--- src/hw/rtl/stnit_pkg.sv ---
// Shared constants, codes and controller/datapath bundles of the sorted top-N table.
// Depends on nothing.
package stnit_pkg;

    localparam int DEPTH_DEF = 16;

    localparam int REC_W     = 64;
    localparam int IDX_W     = 4;
    localparam int STATUS_W  = 3;
    localparam int POS_W     = 4;
    localparam int COUNT_W   = 5;
    localparam int REQ_W     = 2;

    localparam int S_TDATA_W = 72;
    localparam int S_TUSER_W = 2;
    localparam int M_TDATA_W = 80;
    localparam int M_TUSER_W = 3;

    localparam logic [REQ_W-1:0] REQ_INSERT = 2'd0;
    localparam logic [REQ_W-1:0] REQ_READ   = 2'd1;
    localparam logic [REQ_W-1:0] REQ_CLEAR  = 2'd2;

    localparam logic [STATUS_W-1:0] ST_INSERTED    = 3'd0;
    localparam logic [STATUS_W-1:0] ST_DUPLICATE   = 3'd1;
    localparam logic [STATUS_W-1:0] ST_BELOW_FULL  = 3'd2;
    localparam logic [STATUS_W-1:0] ST_READ_OK     = 3'd3;
    localparam logic [STATUS_W-1:0] ST_EMPTY_INDEX = 3'd4;
    localparam logic [STATUS_W-1:0] ST_CLEARED     = 3'd5;

    typedef struct packed {
        logic                capture;
        logic                pos_clr;
        logic                pos_inc;
        logic                rd_pos;
        logic                rd_idx;
        logic                rd_prev;
        logic                k_init;
        logic                k_dec;
        logic                wr_k;
        logic                wr_pos;
        logic                count_clr;
        logic                count_inc;
        logic                st_load;
        logic [STATUS_W-1:0] st_code;
        logic                out_load;
    } stnit_cmd_t;

    typedef struct packed {
        logic             pos_lt_count;
        logic             pos_full;
        logic             rd_gt_rec;
        logic             rd_eq_rec;
        logic             k_gt_pos;
        logic             idx_valid;
        logic             out_free;
        logic [REQ_W-1:0] req_type;
    } stnit_stat_t;

endpackage

--- src/hw/rtl/sorted_top_n_insert_table.sv ---
// Sorted top-N record table, top level: controller plus datapath.
// Depends on stnit_pkg, stnit_ctrl and stnit_dpath.
//
// The table keeps up to DEPTH records (32-bit score, 16-bit lines, 16-bit level) in
// descending order in a single-port memory with a registered read. One request is
// worked at a time. An insert scans from rank 0, reading and comparing each record
// that ranks above it, then moves each lower record down one place with a read and
// a write, and writes the new record. A duplicate ends the scan at the equal record,
// and a record below a full table ends it after the last rank. A result that still
// waits on the output holds the controller until the next result can be loaded.
// The input is taken again once the result has been loaded, even while the result
// still waits on the output. No clearing pass follows reset; only records of ranks
// below the held count are ever returned.
module sorted_top_n_insert_table
    import stnit_pkg::*;
#(
    parameter int DEPTH = DEPTH_DEF
)
(
    input  logic                 clk,
    input  logic                 rst_n,
    input  logic                 s_axis_tvalid,
    output logic                 s_axis_tready,
    // new_score[31:0], new_lines[47:32], new_level[63:48], read_index[67:64], zero pad
    input  logic [S_TDATA_W-1:0] s_axis_tdata,
    // req_type[1:0]
    input  logic [S_TUSER_W-1:0] s_axis_tuser,
    output logic                 m_axis_tvalid,
    input  logic                 m_axis_tready,
    // position[3:0], entry_score[35:4], entry_lines[51:36], entry_level[67:52],
    // entry_count[72:68], zero pad
    output logic [M_TDATA_W-1:0] m_axis_tdata,
    // status[2:0]
    output logic [M_TUSER_W-1:0] m_axis_tuser
);

    stnit_cmd_t  cmd;
    stnit_stat_t stat;

    stnit_ctrl u_ctrl (
        .clk           (clk),
        .rst_n         (rst_n),
        .s_axis_tvalid (s_axis_tvalid),
        .s_axis_tready (s_axis_tready),
        .stat          (stat),
        .cmd           (cmd)
    );

    stnit_dpath #(
        .DEPTH (DEPTH)
    ) u_dpath (
        .clk           (clk),
        .rst_n         (rst_n),
        .s_axis_tdata  (s_axis_tdata),
        .s_axis_tuser  (s_axis_tuser),
        .m_axis_tready (m_axis_tready),
        .m_axis_tvalid (m_axis_tvalid),
        .m_axis_tdata  (m_axis_tdata),
        .m_axis_tuser  (m_axis_tuser),
        .cmd           (cmd),
        .stat          (stat)
    );

endmodule

--- src/hw/rtl/stnit_dpath.sv ---
// Datapath of the sorted top-N table: record memory, search and shift counters,
// entry count and the output register. Depends on stnit_pkg.
module stnit_dpath
    import stnit_pkg::*;
#(
    parameter int DEPTH = DEPTH_DEF
)
(
    input  logic                 clk,
    input  logic                 rst_n,
    input  logic [S_TDATA_W-1:0] s_axis_tdata,
    input  logic [S_TUSER_W-1:0] s_axis_tuser,
    input  logic                 m_axis_tready,
    output logic                 m_axis_tvalid,
    output logic [M_TDATA_W-1:0] m_axis_tdata,
    output logic [M_TUSER_W-1:0] m_axis_tuser,
    input  stnit_cmd_t           cmd,
    output stnit_stat_t          stat
);

    localparam int AW = $clog2(DEPTH);
    localparam int CW = $clog2(DEPTH + 1);
    localparam logic [CW-1:0] DEPTH_C = CW'(DEPTH);
    localparam logic [CW-1:0] LAST_C  = CW'(DEPTH - 1);

    logic [REC_W-1:0]    mem [DEPTH];
    logic [REC_W-1:0]    rd_data_reg;
    logic [REC_W-1:0]    rec_reg;
    logic [IDX_W-1:0]    idx_reg;
    logic [STATUS_W-1:0] status_reg;
    logic [CW-1:0]       pos_reg;
    logic [CW-1:0]       pos_next;
    logic [CW-1:0]       k_reg;
    logic [CW-1:0]       k_next;
    logic [CW-1:0]       count_reg;
    logic [CW-1:0]       count_next;
    logic                out_valid_reg;
    logic                out_valid_next;
    logic [M_TDATA_W-1:0] out_tdata_reg;
    logic [M_TUSER_W-1:0] out_tuser_reg;

    logic [REC_W-1:0]    in_rec;
    logic [AW+3:0]       idx_wide;
    logic [AW+3:0]       count_wide;
    logic [CW-1:0]       k_prev;
    logic [CW+3:0]       pos_wide;
    logic [CW+4:0]       cnt_wide;
    logic                rd_en;
    logic [AW-1:0]       rd_addr;
    logic                wr_en;
    logic [AW-1:0]       wr_addr;
    logic [REC_W-1:0]    wr_data;
    logic [POS_W-1:0]    out_pos;
    logic [REC_W-1:0]    out_entry;

    // Records are packed score, lines, level from the top bit down, so a plain
    // unsigned compare gives the lexicographic order.
    assign in_rec = {s_axis_tdata[31:0], s_axis_tdata[47:32], s_axis_tdata[63:48]};

    assign idx_wide   = {{AW{1'b0}}, idx_reg};
    assign count_wide = {{(AW + 4 - CW){1'b0}}, count_reg};
    assign k_prev     = k_reg - CW'(1);
    assign pos_wide   = {4'b0, pos_reg};
    assign cnt_wide   = {5'b0, count_reg};

    assign stat.pos_lt_count = pos_reg < count_reg;
    assign stat.pos_full     = pos_reg >= DEPTH_C;
    assign stat.rd_gt_rec    = rd_data_reg > rec_reg;
    assign stat.rd_eq_rec    = rd_data_reg == rec_reg;
    assign stat.k_gt_pos     = k_reg > pos_reg;
    assign stat.idx_valid    = idx_wide < count_wide;
    assign stat.out_free     = !out_valid_reg || m_axis_tready;
    assign stat.req_type     = s_axis_tuser[REQ_W-1:0];

    always_comb
    begin
        rd_en   = cmd.rd_pos || cmd.rd_idx || cmd.rd_prev;
        rd_addr = pos_reg[AW-1:0];
        if (cmd.rd_idx)
        begin
            rd_addr = idx_wide[AW-1:0];
        end
        else if (cmd.rd_prev)
        begin
            rd_addr = k_prev[AW-1:0];
        end
        wr_en   = cmd.wr_k || cmd.wr_pos;
        wr_addr = cmd.wr_k ? k_reg[AW-1:0] : pos_reg[AW-1:0];
        wr_data = cmd.wr_k ? rd_data_reg : rec_reg;
    end

    always_ff @(posedge clk)
    begin
        if (wr_en)
        begin
            mem[wr_addr] <= wr_data;
        end
        if (rd_en)
        begin
            rd_data_reg <= mem[rd_addr];
        end
    end

    always_comb
    begin
        pos_next = pos_reg;
        if (cmd.pos_clr)
        begin
            pos_next = '0;
        end
        else if (cmd.pos_inc)
        begin
            pos_next = pos_reg + CW'(1);
        end

        k_next = k_reg;
        if (cmd.k_init)
        begin
            k_next = (count_reg < DEPTH_C) ? count_reg : LAST_C;
        end
        else if (cmd.k_dec)
        begin
            k_next = k_prev;
        end

        count_next = count_reg;
        if (cmd.count_clr)
        begin
            count_next = '0;
        end
        else if (cmd.count_inc && (count_reg != DEPTH_C))
        begin
            count_next = count_reg + CW'(1);
        end

        out_valid_next = out_valid_reg;
        if (cmd.out_load)
        begin
            out_valid_next = 1'b1;
        end
        else if (m_axis_tready)
        begin
            out_valid_next = 1'b0;
        end
    end

    always_ff @(posedge clk or negedge rst_n)
    begin
        if (!rst_n)
        begin
            pos_reg       <= '0;
            k_reg         <= '0;
            count_reg     <= '0;
            out_valid_reg <= 1'b0;
        end
        else
        begin
            pos_reg       <= pos_next;
            k_reg         <= k_next;
            count_reg     <= count_next;
            out_valid_reg <= out_valid_next;
        end
    end

    assign out_pos   = (status_reg == ST_INSERTED) ? pos_wide[POS_W-1:0] : '0;
    assign out_entry = (status_reg == ST_READ_OK) ? rd_data_reg : '0;

    always_ff @(posedge clk)
    begin
        if (cmd.capture)
        begin
            rec_reg <= in_rec;
            idx_reg <= s_axis_tdata[67:64];
        end
        if (cmd.st_load)
        begin
            status_reg <= cmd.st_code;
        end
        if (cmd.out_load)
        begin
            out_tuser_reg <= status_reg;
            out_tdata_reg <= {7'b0, cnt_wide[COUNT_W-1:0], out_entry[15:0],
                              out_entry[31:16], out_entry[63:32], out_pos};
        end
    end

    assign m_axis_tvalid = out_valid_reg;
    assign m_axis_tdata  = out_tdata_reg;
    assign m_axis_tuser  = out_tuser_reg;

endmodule

--- src/hw/rtl/stnit_ctrl.sv ---
// Controller of the sorted top-N table: sequences search, shift, place, read
// and clear over the datapath. Depends on stnit_pkg.
module stnit_ctrl
    import stnit_pkg::*;
(
    input  logic        clk,
    input  logic        rst_n,
    input  logic        s_axis_tvalid,
    output logic        s_axis_tready,
    input  stnit_stat_t stat,
    output stnit_cmd_t  cmd
);

    localparam logic [2:0] S_IDLE     = 3'd0;
    localparam logic [2:0] S_SRCH_RD  = 3'd1;
    localparam logic [2:0] S_SRCH_CMP = 3'd2;
    localparam logic [2:0] S_SHIFT_RD = 3'd3;
    localparam logic [2:0] S_SHIFT_WR = 3'd4;
    localparam logic [2:0] S_PLACE    = 3'd5;
    localparam logic [2:0] S_READ     = 3'd6;
    localparam logic [2:0] S_DONE     = 3'd7;

    logic [2:0] state_reg;
    logic [2:0] state_next;

    assign s_axis_tready = (state_reg == S_IDLE);

    always_comb
    begin
        cmd        = '0;
        state_next = state_reg;
        unique case (state_reg)
            S_IDLE:
            begin
                if (s_axis_tvalid)
                begin
                    cmd.capture = 1'b1;
                    unique case (stat.req_type)
                        REQ_INSERT:
                        begin
                            cmd.pos_clr = 1'b1;
                            state_next  = S_SRCH_RD;
                        end
                        REQ_READ:
                        begin
                            state_next = S_READ;
                        end
                        REQ_CLEAR:
                        begin
                            cmd.count_clr = 1'b1;
                            cmd.st_load   = 1'b1;
                            cmd.st_code   = ST_CLEARED;
                            state_next    = S_DONE;
                        end
                        // An unknown request is taken and dropped without a result.
                        default:
                        begin
                            state_next = S_IDLE;
                        end
                    endcase
                end
            end
            S_SRCH_RD:
            begin
                if (stat.pos_lt_count)
                begin
                    cmd.rd_pos = 1'b1;
                    state_next = S_SRCH_CMP;
                end
                else if (stat.pos_full)
                begin
                    cmd.st_load = 1'b1;
                    cmd.st_code = ST_BELOW_FULL;
                    state_next  = S_DONE;
                end
                else
                begin
                    cmd.k_init = 1'b1;
                    state_next = S_SHIFT_RD;
                end
            end
            S_SRCH_CMP:
            begin
                if (stat.rd_gt_rec)
                begin
                    cmd.pos_inc = 1'b1;
                    state_next  = S_SRCH_RD;
                end
                else if (stat.rd_eq_rec)
                begin
                    cmd.st_load = 1'b1;
                    cmd.st_code = ST_DUPLICATE;
                    state_next  = S_DONE;
                end
                else
                begin
                    cmd.k_init = 1'b1;
                    state_next = S_SHIFT_RD;
                end
            end
            S_SHIFT_RD:
            begin
                if (stat.k_gt_pos)
                begin
                    cmd.rd_prev = 1'b1;
                    state_next  = S_SHIFT_WR;
                end
                else
                begin
                    state_next = S_PLACE;
                end
            end
            S_SHIFT_WR:
            begin
                cmd.wr_k   = 1'b1;
                cmd.k_dec  = 1'b1;
                state_next = S_SHIFT_RD;
            end
            S_PLACE:
            begin
                cmd.wr_pos    = 1'b1;
                cmd.count_inc = 1'b1;
                cmd.st_load   = 1'b1;
                cmd.st_code   = ST_INSERTED;
                state_next    = S_DONE;
            end
            S_READ:
            begin
                cmd.rd_idx  = 1'b1;
                cmd.st_load = 1'b1;
                cmd.st_code = stat.idx_valid ? ST_READ_OK : ST_EMPTY_INDEX;
                state_next  = S_DONE;
            end
            S_DONE:
            begin
                if (stat.out_free)
                begin
                    cmd.out_load = 1'b1;
                    state_next   = S_IDLE;
                end
            end
            default:
            begin
                state_next = S_IDLE;
            end
        endcase
    end

    always_ff @(posedge clk or negedge rst_n)
    begin
        if (!rst_n)
        begin
            state_reg <= S_IDLE;
        end
        else
        begin
            state_reg <= state_next;
        end
    end

endmodule

--- config.mk ---
export PLATFORM = sky130hd
export DESIGN_NAME = sorted_top_n_insert_table
export DESIGN_NICKNAME = d
export VERILOG_FILES = /design/src/hw/rtl/stnit_pkg.sv /design/src/hw/rtl/sorted_top_n_insert_table.sv /design/src/hw/rtl/stnit_dpath.sv /design/src/hw/rtl/stnit_ctrl.sv
export SDC_FILE = /design/constraint.sdc
export NUM_CORES = 2
export LEC_CHECK = 0
export ABC_AREA = 0
export BUFFER_PORTS_ARGS = -buffer_cell sky130_fd_sc_hd__buf_4
export CAP_MARGIN = 20
export CORE_MARGIN = 5
export CORE_UTILIZATION = 35
export CTS_BUF_LIST = sky130_fd_sc_hd__clkbuf_4 sky130_fd_sc_hd__clkbuf_8
export CTS_CLUSTER_DIAMETER = 150
export CTS_CLUSTER_SIZE = 16
export DETAILED_ROUTE_END_ITERATION = 16
export SLEW_MARGIN = 5
export SYNTH_ARGS = -nofsm -noshare
export SYNTH_HDL_FRONTEND = slang
export SYNTH_SLANG_ARGS = --single-unit
--- constraint.sdc ---
create_clock -name clk -period 9.5 [get_ports clk]
set_clock_uncertainty 0.1 [all_clocks]
set_input_delay 0.475 -clock clk [delete_from_list [all_inputs] [get_ports clk]]
set_output_delay 0.475 -clock clk [all_outputs]
set_load 0.02 [all_outputs]
==> impl_metrics.env <==
export IMPL_status="finished clean"
export IMPL_netSwitchingFraction_pct=41.2
export IMPL_floorplan_core_area_um2=146000
export IMPL_clkSlewWorstSetupHoldPaths_ns=0.11
export IMPL_global_route_usage_met3_pct=1.89
export IMPL_grt_first_pass_wirelength_um=197000
export IMPL_critPathRequiredTime_ns=10.03
export IMPL_clock_power_share_pct=13.7
export IMPL_ys_async_sr_fraction_pct=1.52
export IMPL_fp_dieH_um=394
export IMPL_endpoint_kind="register"
export IMPL_holdWs_ns=0.134
export IMPL_floorplan_die_width_um=394
export IMPL_synth_top_area_cell="edfxtp_1"
export IMPL_layout_nets=3793
export IMPL_worst_setup_path_type="register to register"
export IMPL_drcViolationCount=0
export IMPL_placedCellCount=5385
export IMPL_dpl_instance_area_um2=55100
export IMPL_starting_density_pct=35.3
export IMPL_ioPinCount=163
export IMPL_rr_startpoint="u_dpath.pos_reg[2]"
export IMPL_worst_endpoint_arrival_ns=5.73
export IMPL_largest_register_ffs=1024
export IMPL_total_power_mw=18.7
export IMPL_synth_commonest_cells="edfxtp_1 (1,235), nand3_1 (269), a221o_1 (256)"
export IMPL_worst_hold_path_num_cells=5
export IMPL_hold_viol=0
export IMPL_clock_tree_from_tritoncts="built"
export IMPL_finish_utilization_pct=39.2
export IMPL_hold_path_class="primary input to register"
export IMPL_max_clock_path_buffers=3
export IMPL_max_cap_violations=0
export IMPL_timing_final_crit_share_pct=54.7
export IMPL_hold_path_startpoint="s_axis_tuser[1]"
export IMPL_final_min_clock_period_ns=5.20
export IMPL_internal_power_mw=11.0
export IMPL_path_cells="inv_1 > ha_1 > and4_1 > a21o_1 > a21oi_4 > mux2_4 > nor2_4 > buf_4 > buf_4 > a21oi_1 > a221o_1 > nand3_1"
export IMPL_leakagePower_nw=19.1
export IMPL_worst_path_max_delay_cell="buf_4"
export IMPL_rsz0062_at_grt="false"
export IMPL_postLayoutSetupSlackWorst_ns=4.30
export IMPL_globalplace_congestion=0.765
export IMPL_groute_layer_met2_usage_pct=27.7
export IMPL_htree_num_levels=3
export IMPL_ctsResizeCount=0
export IMPL_first_global_vias=29800
export IMPL_dp_slack_ns=4.33
export IMPL_drtIter0Drc=3045
export IMPL_hpwl_um=71000
export IMPL_yosys_cell_types_count=55
export IMPL_globalRouteOverflowTotal=0
export IMPL_synth_top_cell_area_share_pct=72.0
export IMPL_cts_sinks=1254
export IMPL_top_register_by_number_of_flip_flops="u_dpath.mem"
export IMPL_area_growth_pct=11.0
export IMPL_drt_vias_per_instance=5.45
export IMPL_synth_seq_cells=1254
export IMPL_detail_route_wirelength_um=133000
export IMPL_max_slew_worst_pin_slew_ns=1.38
export IMPL_critical_path_max_stage_delay_ns=0.79
export IMPL_r2r_setup_slack_ns=4.30
export IMPL_met1_track_usage_gr_pct=22.6
export IMPL_synthTopCellsByArea="edfxtp_1 (72%), a221o_1 (5.0%), mux2i_1 (2.7%)"
export IMPL_power_per_cell_area_nw_per_um2=327
export IMPL_finish_instance_area_um2=57100
export IMPL_seq_area_frac_synth_pct=73.0
export IMPL_drt_pass1_iter_count=7
export IMPL_placement_io_buffers=151
export IMPL_grt_busiest_layer="met2"
export IMPL_share_seq_of_total_power_pct=41.2
export IMPL_layout_cells_non_filler=5560
export IMPL_synth_flop_cell="edfxtp_1"
export IMPL_worst_path_max_fanout=61
export IMPL_synth_warnings=0
export IMPL_critical_path_most_common_cell="buf_4"
export IMPL_grt_antenna_before_repair=4
export IMPL_layout_drive_gt1_share_pct=11.5
export IMPL_p_comb_share_pct=45.1
export IMPL_die_area_um2=155000
export IMPL_irDropWorstVdd_mv=0.532
export IMPL_slew_headroom_pct=6.82
export IMPL_drt_wirelength_per_cell_um=23.9
export IMPL_vias=30300
export IMPL_count_of_flip_flops_with_a_built_in_enable_after_synthesis=1235
export IMPL_global_route_usage_total_pct=16.5
export IMPL_report_final_setup_viol=0
export IMPL_r2r_end="u_dpath.rd_data_reg[38]"
export IMPL_drv_slew=0
export IMPL_avgSynthCellArea_um2=15.0
export IMPL_postSynthCellCount=3442
export IMPL_max_freq_mhz=192
export IMPL_cp_start_kind="register"
export IMPL_net_switching_power_mw=7.69
export IMPL_ant_nets=0
export IMPL_whs_endpoint="u_ctrl.state_reg[2]"
export IMPL_clock_tree_root_cell="clkbuf_8"
export IMPL_post_synth_top_count_cell="edfxtp_1"
export IMPL_core_rowCount=140
export IMPL_cts_made_buffers=88
export IMPL_totalNegativeSetupSlack_ns=0
export IMPL_largest_net_degree_at_the_start_of_global_routing=199
export IMPL_worst_skew_pair_latency_ns=0.78
export IMPL_syn_cell_area_um2=51500
export IMPL_rr_worst_depth=12
## layer usage
| metal | wire length [um] | vias up |
|---|---|---|
| li1 | - | 13800 |
| met1 | 57500 | 15500 |
| met2 | 64700 | 921 |
| met3 | 7360 | 132 |
| met4 | 3240 | 0 |
| met5 | 0 | - |
## critical path, delay by kind of cell (launching register included)
kind            cells  cell delay [ns]
compound gates      4             0.99
fa+ha+maj           1             0.31
flops               1             0.61
simple gates        3             0.77
mux                 1             0.54
buf+inv             3             1.64
## layout by cell type, fill, tap and decap left out, types with 8 or more instances in the layout
| cell | synthesis | final |
|---|---|---|
| nor3_1 | 18 | 18 |
| a221o_1 | 256 | 256 |
| and4_1 | 8 | 8 |
| nor2_1 | 45 | 26 |
| clkbuf_8 | 0 | 92 |
| edfxtp_1 | 1235 | 1235 |
| nand3_1 | 269 | 269 |
| dlygate4sd3_1 | 0 | 72 |
| a21oi_1 | 153 | 153 |
| a21o_1 | 25 | 25 |
| xnor2_1 | 9 | 9 |
| nand4_1 | 10 | 10 |
| a31oi_1 | 68 | 68 |
| o21ai_0 | 211 | 209 |
| inv_1 | 83 | 83 |
| and2_1 | 197 | 196 |
| mux2i_1 | 139 | 139 |
| dfrtp_1 | 19 | 19 |
| buf_4 | 9 | 275 |
| nand2_1 | 223 | 223 |
| ha_1 | 84 | 84 |
| a32oi_1 | 64 | 64 |
| nor2_4 | 0 | 19 |
## area by class of cell
type	instances	area, um^2
Fill cell	13400	88800
Sequential cell	1254	37600
Multi-Input combinational cell	1855	12700
Timing Repair Buffer	349	2830
Tap cell	1917	2400
Clock buffer	98	1310
Inverter	83	312
Clock inverter	3	27.5
Antenna cell	1	2.50
## power by group through the flow
stage	Clock (mW)	Sequential (mW)	Combinational (mW)
final	2.56	7.68	8.43
after global routing	2.84	7.74	9.18
after CTS	2.64	7.69	8.45
after detailed placement	0	7.81	8.43
after global placement	0	7.80	8.31
after floorplan	0	7.81	5.81
## logic make-up after synthesis
logic type,synth area share [%]
compound gates,11.3
xor+xnor,0.170
fa+ha+maj,2.04
buf+inv,2.86
flops,73.0
mux,2.83
other cells,0.00728
simple gates,7.86
## repair_timing
action / in CTS / in global routing
hold buffers: 72 / 0
buffers inserted: 0 / 0
endpoints found under the hold margin: 93 / 0
## worst max-delay path by stage
stage / startpoint / end / slack (ns) / cells past startpoint
after global placement: u_dpath.pos_reg[1] / u_dpath.rd_data_reg[39] / 4.35 / 12
final: u_dpath.pos_reg[2] / u_dpath.rd_data_reg[38] / 4.30 / 12
after CTS: u_dpath.pos_reg[2] / u_dpath.rd_data_reg[46] / 4.31 / 12
after floorplan: u_dpath.count_reg[1] / u_dpath.rd_data_reg[0] / 2.79 / 8
after detailed placement: u_dpath.pos_reg[2] / u_dpath.rd_data_reg[46] / 4.33 / 12
after global routing: u_dpath.pos_reg[2] / u_dpath.rd_data_reg[29] / 3.98 / 12
Note: power is estimated with default switching activity, not from simulation.
